## config.mk

```make
export PLATFORM = sky130hd
export DESIGN_NAME = pdss_ram
export DESIGN_NICKNAME = d
export VERILOG_FILES = /design/src/sv/pdss_ram.sv
export SDC_FILE = /design/constraint.sdc
export NUM_CORES = 2
export LEC_CHECK = 0
export ABC_CLOCK_PERIOD_IN_PS = 3600
export BUFFER_PORTS_ARGS = -buffer_cell sky130_fd_sc_hd__buf_2
export CAP_MARGIN = 20
export CORE_ASPECT_RATIO = 0.7
export CORE_MARGIN = 2
export CORE_UTILIZATION = 31
export CTS_CLUSTER_DIAMETER = 120
export CTS_CLUSTER_SIZE = 12
export DETAILED_ROUTE_END_ITERATION = 8
export PLACE_DENSITY = 0.46
export RECOVER_POWER = 25
export SETUP_SLACK_MARGIN = 0.15
export SLEW_MARGIN = 20
export SYNTH_ARGS = -nofsm -noshare
export SYNTH_HDL_FRONTEND = slang
export SYNTH_SLANG_ARGS = --single-unit
```

## constraint.sdc

```tcl
create_clock -name i_clk -period 3.6 [get_ports i_clk]
set_input_delay 0.18 -clock i_clk [delete_from_list [all_inputs] [get_ports i_clk]]
set_output_delay 0.18 -clock i_clk [all_outputs]
set_load 0.1 [all_outputs]
```

## src/sv/pdss_ram.sv

```systemverilog
// Generic simple dual-port RAM with one write port and one registered read port.
// No dependencies.
module pdss_ram #(
    parameter int WIDTH = 32,
    parameter int DEPTH = 128,
    localparam int AW = $clog2(DEPTH)
) (
    input  logic             i_clk,
    input  logic             i_we,
    input  logic [AW-1:0]    i_wr_addr,
    input  logic [WIDTH-1:0] i_wr_data,
    input  logic [AW-1:0]    i_rd_addr,
    output logic [WIDTH-1:0] o_rd_data
);

    logic [WIDTH-1:0] r_mem [DEPTH];
    logic [WIDTH-1:0] r_rd_data;

    always_ff @(posedge i_clk) begin
        if (i_we) begin
            r_mem[i_wr_addr] <= i_wr_data;
        end
        r_rd_data <= r_mem[i_rd_addr];
    end

    assign o_rd_data = r_rd_data;

endmodule

```

# After elaboration in Yosys (flattened, before gate mapping)

Memory sizes are Yosys's and may differ from the RTL's. A register that Yosys moved wholly into a read port is not among the register bits.
Cells that the tools add are included.

Add/sub/neg operators: 0
Multipliers: 0
Div/mod/pow operators: 0
$lt $le $gt $ge: 0
Equal/unequal tests: 0
Shifts and indexed selects: 0
Multiplexer cells: 2
Bitwise logic cells: 0
Reduce and logical (&&, ||, !) cells: 0

Operator list:

| cell    | count |
|---|---|
| $mux W1 | 2 |

Register bits: 0
Latch bits: 0
RAM bits: 4096
ROM bits: 0
Word-level logic and storage cells: 3
Memories: 1

Memory list:

| memory | words | bits a word | rd ports | clocked after memory_dff | write ports | RTL line | source |
|---|---|---|---|---|---|---|---|
| r_mem  | 128   | 32          | 1        | 1                        | 1           | 16       | `logic [WIDTH-1:0] r_mem [DEPTH];` |

# Logic depth before layout (Yosys ltp)

Depth after elaboration: 2
Mapped depth: 8

# Worst setup path after synthesis

OpenSTA, ideal clock, no wires.

Path type: input port to flip-flop
Start point: input i_we
End point: memory r_mem[98][0] (enable)
Setup time: 0.461 ns
Data arrival time: 2.958 ns
Setup slack: 0.181 ns
Stages on the path: 3
Path buffers: 1
Cells stage by stage: clkbuf_1 -> nand4_1 -> nor3_1

Longest elaborated chain between the ends: 2

Ends and longest elaborated chain:

| element                       | RTL line | source |
|---|---|---|
| start: declaration            | 9        | `input logic i_we,` |
| $mux W1                       | 20       | `if (i_we) begin` |
| $mux W1 (implied by the code) | 21       | `r_mem[i_wr_addr] <= i_wr_data;` |
| end: declaration              | 16       |  |

No other way between the ends.

# Final worst setup path

Start point: input i_wr_data[31]
End point: memory r_mem[55][31] (data pin)

RTL lines:

| element            | RTL line | source |
|---|---|---|
| start: declaration | 11       | `input logic [WIDTH-1:0] i_wr_data,` |

Straight into the memory's write port.

==> results.cfg <==
[power]
peakVddDrop_mv = 0.378
power_density_nw_per_um2 = 534
total_power_uw = 96800
p_leak_uw = 0.0542

[clocking]
clkLatencyLatePin_ns = 0.95
numCtsBuffers = 385
clockBufferDepth = 4
cts_max_level = 5
root_buffer = clkbuf_16
clk_pin_slew_worst_paths_ns = 0.06
cts_resized = 0
cts-hold-fix-buffers = 41
post_cts_buffers = 0
cts_tree = done
clock-sinks = 4128

[detailed_routing]
vias = 73343
post_drt_wl_per_cell_microns = 36.8
vias_per_cell = 5.42
drt-pass1-iter-count = 5
drt_iter0_drc = 10893
ant_nets = 0
totalWireLength_microns = 499000
drc = 0

[sta]
hold_viol = 0
setup_viol = 0
rsz0062_at_grt = false
tightest_slew_ns = 3.00
post-route-period-util_pct = 82.5
relSlewSlack_pct = -100
clock.fmax_mhz = 337
fin_crit_ns = 2.97
setup_tns_ns = 0
drv_slew = 1787
hold_ws_ns = 0.0729
skew_ns = 0.0573

[finish]
nNetsFinal = 6643
layoutNonFillerInstCount = 13534
drive_gt1_share_pct = 35.4
final_area_sq_um = 181000
area_growth_pct = 15.9

[global_route]
grtUsageTotal_pct = 19.2
grt_pass1_vias = 72171
grt_max_degree = 97
antenna_found_initial = 130
grt_pass1_wl_microns = 663000
grt_overflow = 0

[synthesis]
syn_inst = 5990
syn_area_sq_um = 156000
synth.avg_cell_area_sq_um = 26.1
synth_cell_types = 17
ys_ff_latch = 4128
syn_nets = 6038
yosysSeqAreaShare_pct = 79.1
yosysWarnings = 0

[run_status]
status = finished, violations left
violations = capacitance limit, slew limit

[placement]
numPortBuffers = 79
place_inst = 12875
placedInstanceArea_sq_um = 170000
place.gp.congestion = 0.779
dp_hpwl_microns = 291000

[min_path]
hp-class = primary input to register

[floorplanning]
ios = 80
die_h_microns = 598
die_w_microns = 853
rows = 218
die_area_sq_um = 510000
fp.coreArea_sq_um = 503000
initial_utilization_pct = 31.1

[setup_path]
worst-setup-path-type = primary input to register
worstPathArrival_ns = 3.60
setup.worst_path.end_class = register
crit_fanout = 31
critical_path_required_ns = 4.23
start_kind = primary input

[flow_run]
maxCapViolCount = 30
[worst max-delay path, stage by stage]
cell and delay [ns]:
dlygate4sd3_1 0.53, clkbuf_1 1.98, clkbuf_2 0.84
[state kept, by name, summed over array words and instances, names as in the netlist]
register   count
o_rd_data     32
r_mem       4096
[cells in the mapped netlist]
| master | count | share of area (%) |
|---|---|---|
| buf_1 | 50 | 0.12 |
| buf_2 | 79 | 0.25 |
| buf_4 | 3 | 0.014 |
| buf_6 | 2 | 0.014 |
| clkbuf_1 | 182 | 0.44 |
| dfxtp_1 | 32 | 0.41 |
| edfxtp_1 | 4096 | 79 |
| mux2_2 | 32 | 0.23 |
| mux4_2 | 1344 | 19 |
| nand2_1 | 14 | 0.034 |
| nand2b_1 | 2 | 0.0080 |
| nand3_1 | 12 | 0.038 |
| nand4_1 | 3 | 0.012 |
| nor2_1 | 122 | 0.29 |
| nor2b_1 | 7 | 0.028 |
| nor3_1 | 9 | 0.029 |
| or3_1 | 1 | 0.0040 |
[cells by family after synthesis]
family                 share of synthesized area, %
AND/OR/NAND/NOR                               0.446
buffers and inverters                         0.839
flip-flops                                     79.1
multiplexers                                   19.6
[report_power, final]
part,switching (uW),total (uW),internal (uW)
Combinational,4240,6370,2130
Sequential,213,53300,53100
Clock,17300,37100,19800
[path summary, 6_finish.rpt]
check / startpoint / endpoint / slack [ns] / cells after the start
worst max-delay path: i_wr_data[31] / r_mem[55][31] / 0.63 / 3
worst min-delay path: i_rd_addr[3] / o_rd_data[3] / 0.07 / 3
worst max register to register: r_mem[101][24] / o_rd_data[24] / 0.81 / 4
worst min register to register: r_mem[76][7] / o_rd_data[7] / 1.14 / 4
[cell type report]
type / instances / area, sq um
Tap cell: 6710 / 8400
Multi-Input combinational cell: 1546 / 32300
Clock buffer: 529 / 10400
Sequential cell: 4128 / 124000
Clock inverter: 8 / 108
Antenna cell: 79 / 198
Timing Repair Buffer: 534 / 6130
Fill cell: 45400 / 322000
[layer usage]
| metal | vias to the layer above | wire length (microns) | GRT usage (%) |
|---|---|---|---|
| met1 | 41554 | 228000 | 29.9 |
| met3 | 549 | 50500 | 5.30 |
| met4 | 54 | 7810 | 3.25 |
| met5 | - | 342 | 0 |
| li1 | 27579 | - | - |
| met2 | 3607 | 212000 | 27.1 |
[stage by stage]
stage | utilization, % | worst slack [ns]
floorplan | - | 0.181
finish | 36.0 | 0.631
global placement | 33.8 | 0.0404
detailed placement | 33.8 | 0.0537
global route | 36.0 | 0.470
CTS | 36.0 | 0.800
[layout by cell type, fill, tap and decap left out, drive strengths merged, types with 14 or more instances in the layout]
cell type,count
nand2,14
mux4,1344
clkbuf,575
nor2,122
edfxtp,4096
diode,79
mux2,32
dfxtp,32
dlygate4sd3,41
buf,447
Note: power is estimated with default switching activity, not from simulation.
