<file path="config.mk">
export PLATFORM = sky130hd
export DESIGN_NAME = pdss_cell_unit
export DESIGN_NICKNAME = d
export VERILOG_FILES = /design/src/sv/pdss_pkg.sv /design/src/sv/pdss_cell_unit.sv
export SDC_FILE = /design/constraint.sdc
export NUM_CORES = 2
export LEC_CHECK = 0
export BUFFER_PORTS_ARGS = -buffer_cell sky130_fd_sc_hd__buf_2
export CAP_MARGIN = 20
export CORE_ASPECT_RATIO = 0.6
export CORE_UTILIZATION = 30
export CTS_CLUSTER_SIZE = 16
export DETAILED_ROUTE_END_ITERATION = 6
export GPL_TIMING_DRIVEN = 0
export PLACE_DENSITY = 0.57
export SETUP_SLACK_MARGIN = 0.4
export SLEW_MARGIN = 5
export SYNTH_ARGS = -nofsm -noshare
export SYNTH_HDL_FRONTEND = slang
export SYNTH_SLANG_ARGS = --single-unit
</file>
<file path="constraint.sdc">
create_clock -name i_clk -period 12.35 [get_ports i_clk]
set_clock_uncertainty 0.05 [all_clocks]
set_input_delay 0.6175 -clock i_clk [delete_from_list [all_inputs] [get_ports i_clk]]
set_output_delay 0.6175 -clock i_clk [all_outputs]
set_load 0.02 [all_outputs]
</file>
<file path="src/sv/pdss_pkg.sv">
// Shared types and constants of the periodic diffusion stencil block.
// No dependencies; imported by pdss_cell_unit, the top level and the testbench.
package pdss_pkg;

    localparam int DATA_W     = 32;
    localparam int GAIN_W     = 16;
    localparam int INDEX_W    = 7;
    localparam int LAP_W      = DATA_W + 3;
    localparam int PROD_W     = LAP_W + GAIN_W + 1;
    localparam int FRAC_W     = 16;
    localparam logic [GAIN_W-1:0] GAIN_RESET = 16'd13107;

    typedef enum logic [1:0] {
        CMD_WRITE = 2'd0,
        CMD_READ  = 2'd1,
        CMD_STEP  = 2'd2,
        CMD_NOP   = 2'd3
    } t_cmd;

    // Three neighboring cells fed to the update unit.
    typedef struct packed {
        logic signed [DATA_W-1:0] left;
        logic signed [DATA_W-1:0] mid;
        logic signed [DATA_W-1:0] right;
    } t_taps;

endpackage

</file>
<file path="src/sv/pdss_cell_unit.sv">
// Shared cell update unit: Laplacian, gain multiply, rounding and saturation.
// Depends on pdss_pkg. Two register stages; the write-back is combinational.
module pdss_cell_unit
    import pdss_pkg::*;
#(
    parameter int IW = 7
) (
    input  logic                     i_clk,
    input  logic                     i_rst_n,
    input  logic                     i_valid,
    input  logic [IW-1:0]            i_idx,
    input  t_taps                    i_taps,
    input  logic [GAIN_W-1:0]        i_gain,
    output logic                     o_wb_valid,
    output logic [IW-1:0]            o_wb_idx,
    output logic signed [DATA_W-1:0] o_wb_value,
    output logic                     o_wb_sat
);

    logic                       r_va, r_vb;
    logic [IW-1:0]              r_idx_a, r_idx_b;
    logic signed [DATA_W-1:0]   r_mid_a, r_mid_b;
    logic signed [LAP_W-1:0]    r_lap;
    logic signed [PROD_W-1:0]   r_prod;

    logic signed [LAP_W-1:0]    n_lap;
    logic signed [PROD_W-1:0]   n_prod;
    logic signed [PROD_W-1:0]   w_rnd;
    logic signed [PROD_W-FRAC_W-1:0] w_delta;
    logic signed [DATA_W+4:0]   w_sum;
    logic                       w_ovf;

    assign n_lap = LAP_W'(i_taps.right) - (LAP_W'(i_taps.mid) <<< 1) + LAP_W'(i_taps.left);
    assign n_prod = r_lap * $signed({1'b0, i_gain});

    always_ff @(posedge i_clk) begin
        if (!i_rst_n) begin
            r_va <= 1'b0;
            r_vb <= 1'b0;
        end else begin
            r_va <= i_valid;
            r_vb <= r_va;
        end
        r_idx_a <= i_idx;
        r_mid_a <= i_taps.mid;
        r_lap   <= n_lap;
        r_idx_b <= r_idx_a;
        r_mid_b <= r_mid_a;
        r_prod  <= n_prod;
    end

    // Round half up, then add to the old value and clamp to 32 bits.
    assign w_rnd   = r_prod + PROD_W'(32768);
    assign w_delta = w_rnd[PROD_W-1:FRAC_W];
    assign w_sum   = (DATA_W+5)'(r_mid_b) + (DATA_W+5)'(w_delta);
    assign w_ovf   = (w_sum[DATA_W+4:DATA_W-1] != {6{1'b0}})
                  && (w_sum[DATA_W+4:DATA_W-1] != {6{1'b1}});

    always_comb begin
        if (!w_ovf) begin
            o_wb_value = w_sum[DATA_W-1:0];
        end else if (w_sum[DATA_W+4]) begin
            o_wb_value = {1'b1, {(DATA_W-1){1'b0}}};
        end else begin
            o_wb_value = {1'b0, {(DATA_W-1){1'b1}}};
        end
    end

    assign o_wb_valid = r_vb;
    assign o_wb_idx   = r_idx_b;
    assign o_wb_sat   = r_vb && w_ovf;

endmodule

</file>
# After elaboration in Yosys (flattened, before gate mapping)
# Index checks and enable logic that the tools add are counted.
# op_classes
add_sub_neg	4
multipliers	1
eq_ne	1
muxes	2
reduce_logical	3
# ops
op	n
$mux W32	2
$add A52 B17 Y52 const B	1
$mul A35 B17 Y52	1
$add A32 B36 Y37	1
$add A34 B32 Y35	1
$sub A32 B33 Y34	1
$ne A6 B6 Y1 const B	1
$reduce_bool A6 Y1	1
$logic_and A1 B1 Y1	2
# word_totals
reg_bits	167
inputBits	122

# Depth between registers and ports, before layout
# logic_depth
word_depth	5
mapped_depth	25
depth_no_buf	23

# Least setup slack after synthesis
# OpenSTA, ideal clock, no wires.
# synth_timing
path_kind	input to register
from	input port i_gain[8]
to	register r_prod[43]
arrival_ns	6.636
t_required_ns	12.173
slack_ns	5.538
path_stages	24
n_path_buf	2
path_cell_list	clkbuf_1 clkbuf_1 nand2_1 fa_1 inv_1 fa_1 inv_1 fa_1 inv_1 fa_1 fa_1 inv_1 fa_1 inv_1 ha_1 a21o_1 a21o_1 a211oi_1 or4b_1 nand4_1 a21oi_1 nor3_1 o21ai_0 xor2_1
# synth_via
elab_chain_cells	1
# synth_rtl
element	line	text
from (decl)	pdss_cell_unit.sv:13	input logic [GAIN_W-1:0] i_gain,
$mul A35 B17 Y52	pdss_cell_unit.sv:34	assign n_prod = r_lap * $signed({1'b0, i_gain});
named net n_prod[43]	pdss_cell_unit.sv:27	logic signed [PROD_W-1:0] n_prod;
to (signal assigned)	pdss_cell_unit.sv:49	r_prod <= n_prod;
to (decl)	pdss_cell_unit.sv:24	logic signed [PROD_W-1:0] r_prod;
# The timed path passes the listed nets, and every way through them passes these cells.
# A chain may end at the register's enable or synchronous reset.

# Worst setup path after layout
# layout_timing
from	input port i_gain[4]
to	register r_prod[49]
# The elaborated chain is that of the path after synthesis.

==> parameters.txt <==
Parameter                              Value

STA
  Relative slew slack    between 10% and 20%
  RSZ-0062 raised after global routing    false
  Setup Viol. Count Final    0
  Final setup TNS    0 ps
  Clock period minus worst slack    9170 ps
  Highest attainable clock frequency    109 MHz
  Final worst-path cycle share    74.2%
  Final number of max-transition violations    0
  Least setup slack across all paths after layout    3180 ps
  Transition at the pin with the smallest max-transition slack    1240 ps
  Hold violation total from the final report    0

Clock network
  Worst-skew pair later-pin latency    460 ps
  CTS tree    yes
  Quantity of hold-fixing buffers added after cts    0
  Number of buffers created by CTS    17
  H-tree levels    4
  Sink Count    between 150 and 200
  Buffer depth of the longest clock path    2
  Clock-pin slew on the worst setup and hold paths    70 ps
  Number of instances resized during post-cts repair    0
  Number of buffers added for setup after CTS    0
  Root Buffer Master    sky130_fd_sc_hd__clkbuf_16

Worst setup path
  Length in cells of the worst reg-to-reg path    20
  Endpoint kind of the worst setup timing path    flip-flop
  CP peak stage delay    1030 ps
  Cells traversed along the worst timing path    clkbuf_1 > clkbuf_1 > nand2_1 > fa_1 > fa_1 > fa_1 > fa_1 > inv_1 > fa_1 > inv_1 > fa_1 > inv_1 > ha_1 > o21a_1 > o21a_1 > nand2_1 > nor3b_1 > o221ai_1 > a21oi_1 > o41ai_1 > xnor2_1
  CP Launch Type    input pin
  Maximum net fanout on the critical path    10
  Critical Path AT    9340 ps
  Setup CP Type    input pin to flip-flop
  Slowest cell on crit path    sky130_fd_sc_hd__xnor2_1
  Required time worst endpoint    12,520 ps
  Critical path's most frequent cell    sky130_fd_sc_hd__fa_1

Finish
  Net count of the finished layout    4,222
  # fillers    9,665
  Layout area overhead    10.4%
  Ratio of cells with drive above 1 in the final layout    6.10%
  Finished Layout Cells    4,596

Synth
  Avg Cell Area, Syn    8.81 um2
  Yosys top cell by area    sky130_fd_sc_hd__fa_1
  XOR/XNOR share of the synthesized area    4.07%
  Mux contribution to synthesized area    1.32%
  Distinct cell type count of the synthesized netlist    71
  Async set or reset register ratio after synthesis    0%
  Adder-cell share of the synthesized area    48.8%
  Dominant combinational cell family by area after synthesis    adder cells
  Synthesis-stage register bit count    roughly 150
  Compound-Gate Fraction of Synth Area    7.62%
  Synth cell count leaders    773 x sky130_fd_sc_hd__inv_1, 562 x sky130_fd_sc_hd__fa_1, 439 x sky130_fd_sc_hd__nand2_1, 215 x sky130_fd_sc_hd__and2_1, 192 x sky130_fd_sc_hd__ha_1
  Count of yosys warnings during synthesis    0
  Area share of and/or/nand/nor cells after synthesis    15.3%
  Post-synth EDFFs    0
  Top FF cell, synth    sky130_fd_sc_hd__dfxtp_1
  Gate Count Post-Synth    3,175
  Synthesized area    28,000 um2
  Share of synthesized area occupied by flip-flops and latches    10.9%
  Proportion of netlist area held by the largest area contributor    about two fifths
  Top cells by area, synth    sky130_fd_sc_hd__fa_1 40%, sky130_fd_sc_hd__dfxtp_1 11%, sky130_fd_sc_hd__inv_1 10%
  Mapped Nets    slightly above 4,000
  Count leader, synth    sky130_fd_sc_hd__inv_1

Routing
  Wire length on met1    around 45,000 um
  Final Routed Wirelength    90,500 um
  Number of vias per cell    around 4.7
  Routed met2 length    30,100 um
  Initial DRC count    1,870
  DR WL/cell    19.7 um
  Total met3 wirelength after detailed routing    around 15,000 um
  Remaining DRCs    0
  Post-detailed-route count of antenna-violating nets    0
  Iteration count of the initial detailed-routing pass    5
  Highest metal layer with signal wires    met5
  Total vias in the final route    between 20,000 and 25,000

Run status
  Result of the run    complete, no violations

Place
  DP HPWL    76,800 um
  Worst slack at placement    3040 ps
  Number of placed instances with taps included    4,558
  Port buffer count    about 150
  GPL Wtd Cong    0.988

Floorplanning
  Initial core utilization    30.4%
  Die boundary width    396 um
  FP Rows    86
  Chip height    238 um
  Number of placed I/O pins    163
  Total core area    92,000 um2
  Total Die Area    94,500 um2

Global routing
  Overall global routing resource usage    19.5%
  Wire length of the first global-routing pass    137,000 um
  Remaining global-route overflow    0
  Vias in the first global route    21,700
  Antenna violations before repair    10
  Largest net degree at the start of global routing    17

Min path
  Min-Delay Path Class    input pin to flip-flop
  Cell count of the worst hold path    1

Job
  Max-capacitance violation count    0
[area by class of cell]
type	count	area, um2	area share, %
antenna	5	12.5	0.0405
buffer	115	449	1.46
clock buffer	19	453	1.47
clock inverter	13	130	0.422
inverter	773	2900	9.40
multi-input combinational	2135	21600	69.9
sequential	152	3040	9.86
tap	1232	1540	4.99
timing repair buffer	152	769	2.49
[sequential cells by signal, summed over array words and instances, names as in the netlist]
name and count:
o_wb_idx 7, r_lap 35, r_idx_a 7, r_va 1
r_prod 37, r_mid_b 32, r_mid_a 32, o_wb_valid 1
[worst paths after layout]
check             startpoint     endpoint  slack, ps
setup / recovery   i_gain[4]   r_prod[49]       3180
hold / removal      i_idx[6]   r_idx_a[6]        220
setup reg to reg    r_lap[8]   r_prod[49]       3200
hold reg to reg   r_idx_a[4]  o_wb_idx[4]        270
[layout by cell type, fill, tap and decap left out, types with 11 or more instances in the layout]
cell type	count
sky130_fd_sc_hd__xor2_1	47
sky130_fd_sc_hd__a31oi_1	13
sky130_fd_sc_hd__nand3_1	31
sky130_fd_sc_hd__nor3_1	20
sky130_fd_sc_hd__inv_1	773
sky130_fd_sc_hd__dfxtp_1	152
sky130_fd_sc_hd__o21bai_1	11
sky130_fd_sc_hd__o21a_1	14
sky130_fd_sc_hd__nand4_1	26
sky130_fd_sc_hd__fa_1	562
sky130_fd_sc_hd__a21o_1	44
sky130_fd_sc_hd__xnor2_1	83
sky130_fd_sc_hd__nand2_1	439
sky130_fd_sc_hd__a21oi_1	111
sky130_fd_sc_hd__buf_2	153
sky130_fd_sc_hd__a211oi_1	13
sky130_fd_sc_hd__o21ai_0	49
sky130_fd_sc_hd__nor2_1	64
sky130_fd_sc_hd__clkbuf_1	110
sky130_fd_sc_hd__ha_1	192
sky130_fd_sc_hd__nor2b_1	13
sky130_fd_sc_hd__and3_1	35
sky130_fd_sc_hd__o211ai_1	16
sky130_fd_sc_hd__and2_1	215
sky130_fd_sc_hd__mux2i_1	31
sky130_fd_sc_hd__clkbuf_16	17
[worst max-delay path, delay by kind of cell]
| family | cells | cell delay [ps] |
|---|---|---|
| fa+ha+maj | 7 | 3550 |
| xor+xnor | 1 | 1030 |
| simple gates | 3 | 610 |
| compound gates | 5 | 2070 |
| buf+inv | 5 | 1420 |
[logic make-up after synthesis]
| logic type | count (synthesis) |
|---|---|
| DFF | 152 |
| buffers and inverters | 888 |
| muxes | 35 |
| and+or+nand+nor | 885 |
| adders and majority gates | 754 |
| xor gates and xnor gates | 130 |
| AOI/OAI and AO/OA | 331 |
[routing by layer]
metal  vias to the layer above  global-route usage, %
met5                         -                      0
met4                        10                   2.41
met3                        58                   10.6
met2                      1106                   22.7
met1                     10600                   30.6
li1                       9931                      -
[metrics by stage]
stage | hold slack (ps) | instance area (um2) | util, %
3_3_place_gp | 260 | 30300 | 32.9
2_1_floorplan | 260 | 28000 | -
5_1_grt | 200 | 30900 | 33.5
4_1_cts | 199 | 30800 | 33.5
6_report | 219 | 30900 | 33.5
3_5_place_dp | 262 | 30300 | 32.9
Power is left out: the tool's default activity adds up to more than one toggle a clock period on the data nets, which glitch-free logic cannot reach.
